===== src/design/mac_pkg.sv =====
`default_nettype none
package mac_pkg;

  localparam int unsigned SLOT_W   = 4;
  localparam int unsigned AMOUNT_W = 48;
  localparam int unsigned SPARE_W  = 48;
  localparam int unsigned WORKER_W = 16;
  localparam int unsigned DEMAND_W = 52;
  localparam int unsigned SUM_W    = 64;
  localparam int unsigned STATUS_W = 3;

  typedef enum logic [1:0] {
    CMD_REGISTER = 2'd0,
    CMD_CLAIM    = 2'd1,
    CMD_RELEASE  = 2'd2,
    CMD_REPORT   = 2'd3
  } cmd_e;

  typedef enum logic [2:0] {
    ST_OK     = 3'd0,
    ST_DENIED = 3'd1,
    ST_UNREG  = 3'd2,
    ST_DUP    = 3'd3,
    ST_UNDER  = 3'd4
  } status_e;

  typedef enum logic [2:0] {
    S_IDLE,
    S_READ,
    S_EXEC,
    S_WALK_RD,
    S_WALK_ACC,
    S_DIV,
    S_FINISH,
    S_OUT
  } state_e;

  // controller to datapath
  typedef struct packed {
    logic load;
    logic rd;
    logic walk;
    logic exec_single;
    logic acc_clr;
    logic acc_add;
    logic div_go;
    logic acc_div;
    logic idx_inc;
    logic finish_claim;
    logic out_load;
  } ctrl_t;

  // datapath to controller
  typedef struct packed {
    cmd_e cmd;
    logic cmd_valid;
    logic need_div;
    logic is_last;
    logic div_busy;
    logic out_free;
  } stat_t;

endpackage
`default_nettype wire


===== src/design/mac_ctrl.sv =====
`default_nettype none
module mac_ctrl
  import mac_pkg::*;
(
  input  logic  clk_i,
  input  logic  rst_ni,
  input  logic  in_valid_i,
  output logic  in_ready_o,
  input  stat_t stat_i,
  output ctrl_t ctrl_o
);

  state_e state_q, state_d;

  // state register
  always_ff @(posedge clk_i or negedge rst_ni) begin
    if (!rst_ni) begin
      state_q <= S_IDLE;
    end else begin
      state_q <= state_d;
    end
  end

  // sequence one command at a time
  always_comb begin
    state_d    = state_q;
    ctrl_o     = '0;
    in_ready_o = 1'b0;
    unique case (state_q)
      S_IDLE: begin
        in_ready_o = 1'b1;
        if (in_valid_i) begin
          ctrl_o.load = 1'b1;
          state_d     = S_READ;
        end
      end
      S_READ: begin
        ctrl_o.rd = 1'b1;
        state_d   = S_EXEC;
      end
      S_EXEC: begin
        if (stat_i.cmd == CMD_CLAIM && stat_i.cmd_valid) begin
          ctrl_o.acc_clr = 1'b1;
          state_d        = S_WALK_RD;
        end else begin
          ctrl_o.exec_single = 1'b1;
          state_d            = S_OUT;
        end
      end
      S_WALK_RD: begin
        ctrl_o.rd   = 1'b1;
        ctrl_o.walk = 1'b1;
        state_d     = S_WALK_ACC;
      end
      S_WALK_ACC: begin
        ctrl_o.acc_add = 1'b1;
        if (stat_i.need_div) begin
          ctrl_o.div_go = 1'b1;
          state_d       = S_DIV;
        end else if (stat_i.is_last) begin
          state_d = S_FINISH;
        end else begin
          ctrl_o.idx_inc = 1'b1;
          state_d        = S_WALK_RD;
        end
      end
      S_DIV: begin
        if (!stat_i.div_busy) begin
          ctrl_o.acc_div = 1'b1;
          if (stat_i.is_last) begin
            state_d = S_FINISH;
          end else begin
            ctrl_o.idx_inc = 1'b1;
            state_d        = S_WALK_RD;
          end
        end
      end
      S_FINISH: begin
        ctrl_o.finish_claim = 1'b1;
        state_d             = S_OUT;
      end
      S_OUT: begin
        if (stat_i.out_free) begin
          ctrl_o.out_load = 1'b1;
          state_d         = S_IDLE;
        end
      end
      default: state_d = S_IDLE;
    endcase
  end

endmodule
`default_nettype wire


===== src/design/mac_datapath.sv =====
`default_nettype none
module mac_datapath
  import mac_pkg::*;
#(
  parameter int unsigned MAX_SCANS = 16,
  parameter int unsigned MEM_BITS  = 48
) (
  input  logic                 clk_i,
  input  logic                 rst_ni,
  input  ctrl_t                ctrl_i,
  output stat_t                stat_o,
  input  logic [1:0]           cmd_i,
  input  logic [SLOT_W-1:0]    slot_i,
  input  logic [AMOUNT_W-1:0]  amount_i,
  input  logic [SPARE_W-1:0]   spare_i,
  output logic                 out_valid_o,
  input  logic                 out_ready_i,
  output logic                 granted_o,
  output logic [STATUS_W-1:0]  status_o,
  output logic [DEMAND_W-1:0]  demand_o
);

  localparam int unsigned IDX_W = (MAX_SCANS > 1) ? $clog2(MAX_SCANS) : 1;
  localparam int unsigned DW    = MEM_BITS + 2;
  localparam int unsigned CNT_W = $clog2(DW + 1);
  localparam logic [SUM_W-1:0] DEMAND_MAX = SUM_W'((65'd1 << DEMAND_W) - 65'd1);
  localparam logic [MEM_BITS-1:0] MEM_MAX = '1;
  localparam logic [WORKER_W-1:0] WRK_MAX = '1;

  // slot table
  logic                valid_q [MAX_SCANS];
  logic [MEM_BITS-1:0] est_q   [MAX_SCANS];
  logic [MEM_BITS-1:0] cons_q  [MAX_SCANS];
  logic [WORKER_W-1:0] wrk_q   [MAX_SCANS];

  // latched command
  cmd_e                cmd_q;
  logic [SLOT_W-1:0]   slot_q;
  logic [MEM_BITS-1:0] amt_q;
  logic [SPARE_W-1:0]  spare_q;
  logic [63:0]         amt64;

  assign amt64 = 64'(amount_i);

  always_ff @(posedge clk_i) begin
    if (ctrl_i.load) begin
      cmd_q   <= cmd_e'(cmd_i);
      slot_q  <= slot_i;
      amt_q   <= amt64[MEM_BITS-1:0];
      spare_q <= spare_i;
    end
  end

  logic [31:0]      slot_ext;
  logic [IDX_W-1:0] slot_idx;
  logic             slot_ok;

  assign slot_ext = 32'(slot_q);
  assign slot_idx = slot_ext[IDX_W-1:0];
  assign slot_ok  = slot_ext < MAX_SCANS;

  // walk counter
  logic [IDX_W:0] idx_q;

  always_ff @(posedge clk_i or negedge rst_ni) begin
    if (!rst_ni) begin
      idx_q <= '0;
    end else if (ctrl_i.acc_clr) begin
      idx_q <= '0;
    end else if (ctrl_i.idx_inc) begin
      idx_q <= idx_q + 1'b1;
    end
  end

  // registered table read
  logic [IDX_W-1:0]    rd_addr;
  logic                v_rd_q, clm_rd_q;
  logic [MEM_BITS-1:0] e_rd_q, c_rd_q;
  logic [WORKER_W-1:0] w_rd_q;

  assign rd_addr = ctrl_i.walk ? idx_q[IDX_W-1:0] : slot_idx;

  always_ff @(posedge clk_i) begin
    if (ctrl_i.rd) begin
      v_rd_q   <= valid_q[rd_addr];
      e_rd_q   <= est_q[rd_addr];
      c_rd_q   <= cons_q[rd_addr];
      w_rd_q   <= wrk_q[rd_addr];
      clm_rd_q <= (rd_addr == slot_idx);
    end
  end

  logic over;
  assign over = c_rd_q > e_rd_q;

  // serial restoring divider for 3*C / (2*W)
  logic                busy_q;
  logic [CNT_W-1:0]    cnt_q;
  logic [DW-1:0]       dvd_q;
  logic [WORKER_W:0]   dvs_q;
  logic [WORKER_W:0]   rem_q;
  logic [WORKER_W+1:0] rem_sh;
  logic                q_bit;
  logic [WORKER_W+1:0] rem_sub;

  assign rem_sh  = {rem_q, dvd_q[DW-1]};
  assign q_bit   = rem_sh >= {1'b0, dvs_q};
  assign rem_sub = rem_sh - {1'b0, dvs_q};

  always_ff @(posedge clk_i or negedge rst_ni) begin
    if (!rst_ni) begin
      busy_q <= 1'b0;
      cnt_q  <= '0;
    end else if (ctrl_i.div_go) begin
      busy_q <= 1'b1;
      cnt_q  <= CNT_W'(DW);
    end else if (busy_q) begin
      cnt_q <= cnt_q - 1'b1;
      if (cnt_q == CNT_W'(1)) begin
        busy_q <= 1'b0;
      end
    end
  end

  always_ff @(posedge clk_i) begin
    if (ctrl_i.div_go) begin
      dvd_q <= DW'(c_rd_q) + (DW'(c_rd_q) << 1);
      dvs_q <= {((w_rd_q == '0) ? WORKER_W'(1) : w_rd_q), 1'b0};
      rem_q <= '0;
    end else if (busy_q) begin
      rem_q <= q_bit ? rem_sub[WORKER_W:0] : rem_sh[WORKER_W:0];
      dvd_q <= {dvd_q[DW-2:0], q_bit};
    end
  end

  // saturating demand accumulator
  logic [SUM_W-1:0] sum_q, add_val;
  logic [SUM_W:0]   sum_wide;

  always_comb begin
    if (ctrl_i.acc_div) begin
      add_val = SUM_W'(dvd_q);
    end else if (over) begin
      add_val = SUM_W'(c_rd_q >> 1);
    end else begin
      add_val = SUM_W'(e_rd_q - c_rd_q) + (clm_rd_q ? SUM_W'(amt_q) : '0);
    end
    if (!v_rd_q && !ctrl_i.acc_div) begin
      add_val = '0;
    end
  end

  assign sum_wide = {1'b0, sum_q} + {1'b0, add_val};

  always_ff @(posedge clk_i) begin
    if (ctrl_i.acc_clr) begin
      sum_q <= '0;
    end else if (ctrl_i.acc_add || ctrl_i.acc_div) begin
      sum_q <= sum_wide[SUM_W] ? '1 : sum_wide[SUM_W-1:0];
    end
  end

  // hold the claimer's entry for the final update
  logic [MEM_BITS-1:0] ce_q;
  logic [WORKER_W-1:0] cw_q;

  always_ff @(posedge clk_i) begin
    if (ctrl_i.acc_add && clm_rd_q) begin
      ce_q <= e_rd_q;
      cw_q <= w_rd_q;
    end
  end

  // grant decision and growth
  logic             grant;
  logic [MEM_BITS:0] grow;

  assign grant = !spare_q[SPARE_W-1] && (spare_q != '0) && (sum_q < SUM_W'(spare_q));
  assign grow  = {1'b0, ce_q} + {1'b0, amt_q};

  // release arithmetic
  logic                e_ge;
  logic [MEM_BITS-1:0] e_rel;
  logic [WORKER_W-1:0] w_rel;

  assign e_ge  = e_rd_q >= amt_q;
  assign e_rel = e_ge ? (e_rd_q - amt_q) : '0;
  assign w_rel = (w_rd_q != '0) ? (w_rd_q - 1'b1) : '0;

  // table update and pending result
  status_e             res_st_q;
  logic                res_gr_q;
  logic [DEMAND_W-1:0] res_dm_q;

  always_ff @(posedge clk_i or negedge rst_ni) begin
    if (!rst_ni) begin
      for (int i = 0; i < MAX_SCANS; i++) begin
        valid_q[i] <= 1'b0;
      end
    end else if (ctrl_i.exec_single && cmd_q == CMD_REGISTER && slot_ok && !v_rd_q) begin
      valid_q[slot_idx] <= 1'b1;
    end
  end

  always_ff @(posedge clk_i) begin
    if (ctrl_i.exec_single) begin
      res_gr_q <= 1'b0;
      res_dm_q <= '0;
      priority if (cmd_q == CMD_REGISTER) begin
        if (!slot_ok) begin
          res_st_q <= ST_UNREG;
        end else if (v_rd_q) begin
          res_st_q <= ST_DUP;
        end else begin
          res_st_q         <= ST_OK;
          est_q[slot_idx]  <= amt_q;
          wrk_q[slot_idx]  <= WORKER_W'(1);
          cons_q[slot_idx] <= '0;
        end
      end else if (!(slot_ok && v_rd_q)) begin
        res_st_q <= ST_UNREG;
      end else if (cmd_q == CMD_REPORT) begin
        res_st_q         <= ST_OK;
        cons_q[slot_idx] <= amt_q;
      end else begin
        est_q[slot_idx] <= e_rel;
        wrk_q[slot_idx] <= w_rel;
        res_st_q        <= (!e_ge || w_rd_q == '0) ? ST_UNDER : ST_OK;
      end
    end else if (ctrl_i.finish_claim) begin
      res_dm_q <= (sum_q > DEMAND_MAX) ? DEMAND_MAX[DEMAND_W-1:0] : sum_q[DEMAND_W-1:0];
      res_gr_q <= grant;
      res_st_q <= grant ? ST_OK : ST_DENIED;
      if (grant) begin
        est_q[slot_idx] <= grow[MEM_BITS] ? MEM_MAX : grow[MEM_BITS-1:0];
        wrk_q[slot_idx] <= (cw_q == WRK_MAX) ? cw_q : cw_q + 1'b1;
      end
    end
  end

  // output register
  always_ff @(posedge clk_i or negedge rst_ni) begin
    if (!rst_ni) begin
      out_valid_o <= 1'b0;
    end else if (ctrl_i.out_load) begin
      out_valid_o <= 1'b1;
    end else if (out_ready_i) begin
      out_valid_o <= 1'b0;
    end
  end

  always_ff @(posedge clk_i) begin
    if (ctrl_i.out_load) begin
      granted_o <= res_gr_q;
      status_o  <= res_st_q;
      demand_o  <= res_dm_q;
    end
  end

  // status to controller
  assign stat_o.cmd       = cmd_q;
  assign stat_o.cmd_valid = slot_ok && v_rd_q;
  assign stat_o.need_div  = v_rd_q && clm_rd_q && over;
  assign stat_o.is_last   = (idx_q == (IDX_W + 1)'(MAX_SCANS - 1));
  assign stat_o.div_busy  = busy_q;
  assign stat_o.out_free  = !out_valid_o || out_ready_i;

endmodule
`default_nettype wire


===== src/design/memory_admission_controller.sv =====
// Memory admission controller over a table of MAX_SCANS scan slots.
// Input stream s_axis: one word per command (register, claim, release,
// report). Output stream m_axis: exactly one result word per command.
// One command is processed at a time; s_axis_tready is high only while
// the controller waits for a command.
// Register, release, report and an unregistered claim pass through the
// read, execute and output states only. A claim walks every slot through
// the single table read port, reading and then accumulating each slot, and
// runs the serial divider when the claiming slot is over its estimate.
// The result sits in an output register; a stalled receiver holds the
// result, the block finishes the next command and then waits for the
// output register to drain.
// Reset clears all slot valid bits at once; no clearing pass is needed.
`default_nettype none
module memory_admission_controller
  import mac_pkg::*;
#(
  parameter int unsigned MAX_SCANS = 16,
  parameter int unsigned MEM_BITS  = 48
) (
  input  logic         clk_i,
  input  logic         rst_ni,
  input  logic         s_axis_tvalid,
  output logic         s_axis_tready,
  // command[1:0], scan_slot[5:2], amount[53:6], spare_capacity[101:54]
  input  logic [103:0] s_axis_tdata,
  output logic         m_axis_tvalid,
  input  logic         m_axis_tready,
  // granted[0], status[3:1], extra_demand[55:4]
  output logic [55:0]  m_axis_tdata
);

  ctrl_t ctrl;
  stat_t stat;
  logic                granted;
  logic [STATUS_W-1:0] status;
  logic [DEMAND_W-1:0] demand;

  mac_ctrl u_ctrl (
    .clk_i      (clk_i),
    .rst_ni     (rst_ni),
    .in_valid_i (s_axis_tvalid),
    .in_ready_o (s_axis_tready),
    .stat_i     (stat),
    .ctrl_o     (ctrl)
  );

  mac_datapath #(
    .MAX_SCANS (MAX_SCANS),
    .MEM_BITS  (MEM_BITS)
  ) u_datapath (
    .clk_i       (clk_i),
    .rst_ni      (rst_ni),
    .ctrl_i      (ctrl),
    .stat_o      (stat),
    .cmd_i       (s_axis_tdata[1:0]),
    .slot_i      (s_axis_tdata[5:2]),
    .amount_i    (s_axis_tdata[53:6]),
    .spare_i     (s_axis_tdata[101:54]),
    .out_valid_o (m_axis_tvalid),
    .out_ready_i (m_axis_tready),
    .granted_o   (granted),
    .status_o    (status),
    .demand_o    (demand)
  );

  assign m_axis_tdata = {demand, status, granted};

  // a granted claim always reports ok
  a_grant_ok: assert property (@(posedge clk_i) disable iff (!rst_ni)
    (m_axis_tvalid && granted) |-> (status == ST_OK))
    else $error("granted result with non-ok status");

  // one command at a time: no accept right after an accept
  a_one_at_a_time: assert property (@(posedge clk_i) disable iff (!rst_ni)
    (s_axis_tvalid && s_axis_tready) |=> !s_axis_tready)
    else $error("input accepted while a command is in progress");

  // divider never runs outside a claim walk
  a_div_walk: assert property (@(posedge clk_i) disable iff (!rst_ni)
    stat.div_busy |-> !s_axis_tready)
    else $error("divider busy while idle");

endmodule
`default_nettype wire


===== config.mk =====
export PLATFORM = sky130hd
export DESIGN_NAME = memory_admission_controller
export DESIGN_NICKNAME = d
export VERILOG_FILES = /design/src/design/mac_pkg.sv /design/src/design/mac_ctrl.sv /design/src/design/mac_datapath.sv /design/src/design/memory_admission_controller.sv
export SDC_FILE = /design/constraint.sdc
export NUM_CORES = 2
export LEC_CHECK = 0
export BUFFER_PORTS_ARGS = -buffer_cell sky130_fd_sc_hd__buf_2
export CAP_MARGIN = 20
export CORE_UTILIZATION = 60
export DETAILED_ROUTE_END_ITERATION = 12
export GPL_ROUTABILITY_DRIVEN = 1
export PLACE_DENSITY = 0.76
export SYNTH_ARGS = -nofsm -noshare
export SYNTH_HDL_FRONTEND = slang
export SYNTH_SLANG_ARGS = --single-unit

===== constraint.sdc =====
create_clock -name clk_i -period 14.7 [get_ports clk_i]
set_input_delay 0.735 -clock clk_i [delete_from_list [all_inputs] [get_ports clk_i]]
set_output_delay 0.735 -clock clk_i [all_outputs]
set_load 0.005 [all_outputs]

* Word level (Yosys, flattened, before mapping)
Memory sizes are Yosys's and may differ from the RTL's. A register that Yosys moved wholly into a read port is not among the register bits.
Cells that the tools add are included.
** Operators by class
- Add/sub/neg operators :: 11
- $lt $le $gt $ge :: 9
- Eq/ne operators :: 16
- Mux-type cells :: 86
- Bitwise gates (word level) :: 8
- Reductions and logical operators :: 31
** Operators with widths (number)
- two-way mux 48 bit :: 6
- two-way mux 64 bit :: 4
- two-way mux 50 bit :: 2
- adder 64 x 64 -> 65 bit :: 1
- adder 64 bit :: 1
- greater-than comparator 64 x 52 -> 1 bit (second input constant) :: 1
- < comparator 64 x 48 -> 1 bit :: 1
- two-way mux 16 bit :: 4
- two-way mux 52 bit :: 1
- adder 48 x 49 -> 50 bit :: 1
- adder 48 x 48 -> 49 bit :: 1
- subtractor 48 x 48 -> 49 bit :: 1
- greater-or-equal comparator 48 bit :: 1
- greater-than comparator 48 bit :: 1
- nonzero test 48 bit :: 1
- subtractor 48 bit :: 1
- two-way mux 1 bit :: 42
- two-way mux 3 bit :: 13
- one-hot mux 3 bit (8 select lines) :: 1
- greater-or-equal comparator 18 x 17 -> 1 bit :: 1
- two-way mux 17 bit :: 1
- subtractor 17 bit :: 1
- adder 16 x 1 -> 16 bit (second input constant) :: 1
- equality test 16 bit (second input constant) :: 1
- other kinds (35) :: 72
** Storage, ports and cells
- Flip-flop bits (word level) :: 459
- Memory bits (writable) :: 1792
- Output and inout bits :: 58
- Word-level logic and storage cells :: 203
- Memories kept :: 3
** Memories
- u_datapath.cons_q :: words 16, width 48, rd ports 1, clocked after Yosys merged registers in 1, wr ports 1, RTL line mac_datapath.sv:33 : logic [MEM_BITS-1:0] cons_q [MAX_SCANS];
- u_datapath.est_q :: words 16, width 48, rd ports 1, clocked after Yosys merged registers in 1, wr ports 1, RTL line mac_datapath.sv:32 : logic [MEM_BITS-1:0] est_q [MAX_SCANS];
- u_datapath.wrk_q :: words 16, width 16, rd ports 1, clocked after Yosys merged registers in 1, wr ports 1, RTL line mac_datapath.sv:34 : logic [WORKER_W-1:0] wrk_q [MAX_SCANS];

* Logic depth before layout (Yosys ltp)
- Depth after elaboration :: 9
- Gate-level depth with buffers :: 42

* Modules after synthesis
Synthesis repeated with hierarchy kept, for this count alone.
** Second synthesis, totals
- Cell total of the unflattened synthesis :: 7526
- Area total of the unflattened synthesis :: 109530.0 um2
** By module, submodules not included
- mac_datapath :: times used 1, cells each 7487, area each 109212.2 um2
- mac_ctrl :: times used 1, cells each 38, area each 310.3 um2
- memory_admission_controller :: times used 1, cells each 1, area each 7.5 um2

* Worst setup path before layout
Ideal clock, no wire load.
- Path type :: reg-to-reg
- From :: register u_ctrl.state_q[0]
- To :: register u_datapath.c_rd_q[0] (read register of u_datapath.cons_q) (data pin)
- Data arrival time :: 8629 ps
- Data required time :: 14426 ps
- Setup slack :: 5797 ps
- Stages on the path, launching flop included :: 11
- Path buffers :: 3
- Cell sequence :: dfrtp_1 buf_2 inv_1 nor2_1 nand2_1 mux2i_1 clkbuf_1 buf_1 mux4_2 a211oi_1 a31oi_1
** RTL lines
- from (decl) :: RTL line mac_ctrl.sv:13 : state_e state_q, state_d;
- from (signal assigned) :: RTL line mac_ctrl.sv:20 : state_q <= state_d;
- to (decl) :: RTL line mac_datapath.sv:78 : logic [MEM_BITS-1:0] e_rd_q, c_rd_q;

* Worst setup path in the final report
- From :: register u_datapath.e_rd_q[1] (read register of u_datapath.est_q)
- To :: register u_datapath.sum_q[12]
** On the way
- Longest elaborated chain between the ends :: 7
- Elaborated cells on any way between the ends :: 8
** Ends and longest elaborated chain
- from (decl) :: RTL line mac_datapath.sv:78
- subtractor 48 x 48 -> 49 bit :: RTL line mac_datapath.sv:146 : add_val = SUM_W'(e_rd_q - c_rd_q) + (clm_rd_q ? SUM_W'(amt_q) : '0);
- adder 64 bit :: RTL line mac_datapath.sv:146
- two-way mux 64 bit * :: RTL line mac_datapath.sv:143 : end else if (over) begin
- two-way mux 64 bit * :: RTL line mac_datapath.sv:141 : if (ctrl_i.acc_div) begin
- two-way mux 64 bit * :: RTL line mac_datapath.sv:148 : if (!v_rd_q && !ctrl_i.acc_div) begin
- adder 64 x 64 -> 65 bit * :: RTL line mac_datapath.sv:153 : assign sum_wide = {1'b0, sum_q} + {1'b0, add_val};
- two-way mux 64 bit * :: RTL line mac_datapath.sv:159 : sum_q <= sum_wide[SUM_W] ? '1 : sum_wide[SUM_W-1:0];
- to (signal assigned) :: RTL line mac_datapath.sv:159
- to (decl) :: RTL line mac_datapath.sv:137 : logic [SUM_W-1:0] sum_q, add_val;
Mark *: on every way between the ends. The rest lies on a longest branch, timed or not.
A chain may end at the register's enable or synchronous reset.

==> results.toml <==
[global_route]
grt_overflow = 0
gr-usage-all-layers_pct = 30.9
antenna_violations_before_repair = 11
via_count_of_the_first_global_routing_pass = 67000
grt_start_max_net_pins = 136
grt_first_pass_wirelength_mm = 417

[worst_setup_path]
crit_required_ns = 15.41
r2r_setup_slack_ns = 4.90
timing.critical_path.to_type = "flip-flop"
cp_common_cell = "a21oi_1"
critical-path-slowest-cell = "edfxtp_1"
worst-path-max-fanout = 51
slowest_cell_delay_on_critical_path_ns = 0.60
path_class = "flip-flop to flip-flop"
worst_ep_arrival_time_ns = 10.52
critical_path.startpoint_type = "flip-flop"

[power]
seq_power_share_pct = 33.0
power_switching_mw = 10.7
p_per_area_nw_per_um2 = 226
comb_power_share_pct = 45.5
power_report.internal_total_mw = 16.7
leakagePower_nw = 41.5
ir_worst_vdd_mv = 0.185
clkPwrFrac_pct = 21.6
p_sw_share_pct = 39.1

[yosys]
netlist_area_um2 = 109000
synth_ff_type = "edfxtp_1"
average_footprint_of_a_synthesized_cell_um2 = 14.7
synth_cell_types = 104
postSynthRegisterBits = 2363
postSynthNetCount = 7911
ys_seq_area_share_pct = 63.9
synthesis.instances = 7419
synth-edff-count = 2197
synth-async-reset-ratio_pct = 1.35
synthesis.yosys.warnings = 0

[detailed_routing]
wl_per_cell_um = 27.8
number_of_drc_violations_after_detailed_routing = 0
detail_route.iter0.violations = 7875
via_per_inst = 6.63
count_of_antenna_violating_nets_left_after_detailed_routing = 0
routed_wl_mm = 284
firstDrtPassIters = 6
vias = 67900

[placement]
io_buffers = 163
finalWeightedCongestion = 0.949
pre_cts_ws_ns = 5.11
dp_hpwl_mm = 173

[final_layout]
area_growth_pct = 11.4
post_route_cells_drive_above_1_share_pct = 16.3
most_frequent_cells_in_the_layout = "edfxtp_1, nand2_1, mux4_2, a21oi_1, ha_1"
fillCellCount = 11900
final_common_cell = "edfxtp_1"
fin_nets = 8166

[sta]
max-slew-margin-rel_pct = 4.59
rsz0062_at_grt = "no"
finalMaxSlewViolations = 0
finalSetupViolCount = 0
timing_worst_slew_pin_value_ns = 1.43
finalWorstPathRequiredPeriod_ns = 9.80
skew_ns = 0.0563
timing.final.crit_share_pct = 66.7
layout_setup_ws_ns = 4.90
fmax_mhz = 102
finalSetupTns_ns = 0
timing.final.hold_violations = 0

[floorplan]
dieArea_um2 = 183000
floorplan.rows = 155
die_width_um = 428
die_height_um = 428
core_region_um2 = 179000
initial_utilization_pct = 60.7
io_pins = 166

[clocking]
number_of_levels_the_h_tree_was_split_into = 4
clk_pin_slew_worst_paths_ns = 0.06
tritoncts = "yes"
post_cts_buffers = 0
cts_hold_buffers = 93
insertion_delay_ns = 0.90
clock_sinks = 2363
tritoncts.num_buffers = 226
clk_path_buf_depth = 3
ctsResizeCount = 0
clock_tree.root_cell = "clkbuf_16"

[min_path]
hold_path_class = "input pin to flip-flop"

[status]
status = "finished, final reports clean"

[run]
count_of_maximum_capacitance_violations = 0
[state kept, by name, summed over array words and instances, names as in the netlist, 4 cells and up]
name                 count
u_datapath.demand_o     52
u_datapath.c_rd_q       48
u_datapath.dvs_q        16
u_datapath.cnt_q         6
u_datapath.w_rd_q       16
u_datapath.valid_q      16
u_datapath.idx_q         5
u_datapath.cons_q      768
u_datapath.slot_idx      4
u_datapath.dvd_q        50
u_datapath.wrk_q       256
u_datapath.est_q       768
u_datapath.cw_q         16
u_datapath.res_dm_q     52
u_datapath.spare_q      48
u_datapath.amt_q        48
u_datapath.e_rd_q       48
u_datapath.rem_q        17
u_datapath.ce_q         48
u_datapath.sum_q        64
[Yosys cell counts, drive strengths merged (102+ instances only)]
| library cell | number | area (um2) |
|---|---|---|
| edfxtp | 2197 | 66000 |
| nand2 | 606 | 2280 |
| mux4 | 452 | 10200 |
| a21oi | 429 | 2190 |
| ha | 377 | 4720 |
| o21ai | 347 | 1760 |
| clkbuf | 288 | 1080 |
| inv | 253 | 950 |
| nor2 | 248 | 931 |
| a21o | 199 | 1490 |
| xnor2 | 193 | 1690 |
| and2 | 182 | 1140 |
| a31oi | 159 | 1000 |
| a211oi | 145 | 1090 |
| dfxtp | 134 | 2680 |
| xor2 | 124 | 1090 |
| nand3 | 102 | 510 |
[stage by stage]
step	power, mW	hold slack [ns]	cell area (um2)	instances	utilization (%)
after floorplan	18.2	0.400	109000	7419	-
after global placement	21.2	0.417	112000	9690	62.8
after detailed placement	21.3	0.414	113000	9692	62.8
after CTS	27.3	0.000215	121000	10200	67.5
after global routing	28.9	0.00942	121000	10200	67.6
final	27.4	0.0412	121000	10200	67.6
[area by class of cell]
class	count	area [um2]	share of cell area, %
Inverter	253	950	0.784
Multi-Input combinational cell	4419	37200	30.7
Clock inverter	131	1480	1.22
Tap cell	2355	2950	2.43
Timing Repair Buffer	411	3010	2.49
Antenna cell	9	22.5	0.0186
Clock buffer	296	6040	4.99
Sequential cell	2363	69500	57.3
[path summary, 6_finish.rpt]
path                                                           end                                 start  depth (start not counted)
worst max-delay path             u_datapath.sum_q[12]$_SDFFE_PP0P_        u_datapath.e_rd_q[1]$_DFFE_PP_                         37
worst min-delay path              u_datapath.spare_q[24]$_DFFE_PP_                      s_axis_tdata[78]                          1
worst max register to register   u_datapath.sum_q[12]$_SDFFE_PP0P_        u_datapath.e_rd_q[1]$_DFFE_PP_                         37
worst min register to register    u_datapath.status_o[1]$_DFFE_PP_  u_datapath.res_st_q[1]$_SDFFCE_PN0P_                          0
max in group asynchronous        u_datapath.valid_q[0]$_DFFE_PN0P_                                rst_ni                          2
min in group asynchronous       u_datapath.out_valid_o$_DFFE_PN0P_                                rst_ni                          2
[power groups by stage]
stage / registers (mW) / clock network, mW / logic, mW
floorplan: 8.80 / 0 / 9.41
global placement: 9.12 / 0 / 12.1
finish: 9.05 / 5.91 / 12.5
detailed placement: 9.14 / 0 / 12.2
CTS: 9.01 / 5.96 / 12.3
global route: 9.09 / 6.20 / 13.6
[cells by family after synthesis]
| family | count (synthesis) | share of synthesized area, % |
|---|---|---|
| AOI/OAI and AO/OA | 1689 | 10.3 |
| xor gates and xnor gates | 317 | 2.55 |
| adders and majority gates | 384 | 4.47 |
| buffers and inverters | 637 | 2.31 |
| DFF | 2363 | 63.9 |
| muxes | 481 | 9.63 |
| and+or+nand+nor | 1548 | 6.85 |
[worst max-delay path, delay by kind of cell, from the launching register on]
kind | cells | cell delay (ns)
simple gates | 9 | 1.64
compound gates | 22 | 5.20
buf+inv | 2 | 0.68
flops | 1 | 0.60
xor+xnor | 1 | 0.14
fa+ha+maj | 3 | 1.28
[metal layers]
layer / global-route usage (%) / vias to the layer above / wire, um
met5: 0 / - / 13
li1: - / 29500 / -
met1: 42.4 / 34000 / 110000
met3: 4.89 / 604 / 27700
met4: 11.3 / 2 / 10000
met2: 50.5 / 3724 / 136000
Note: power is estimated with default switching activity, not from simulation.
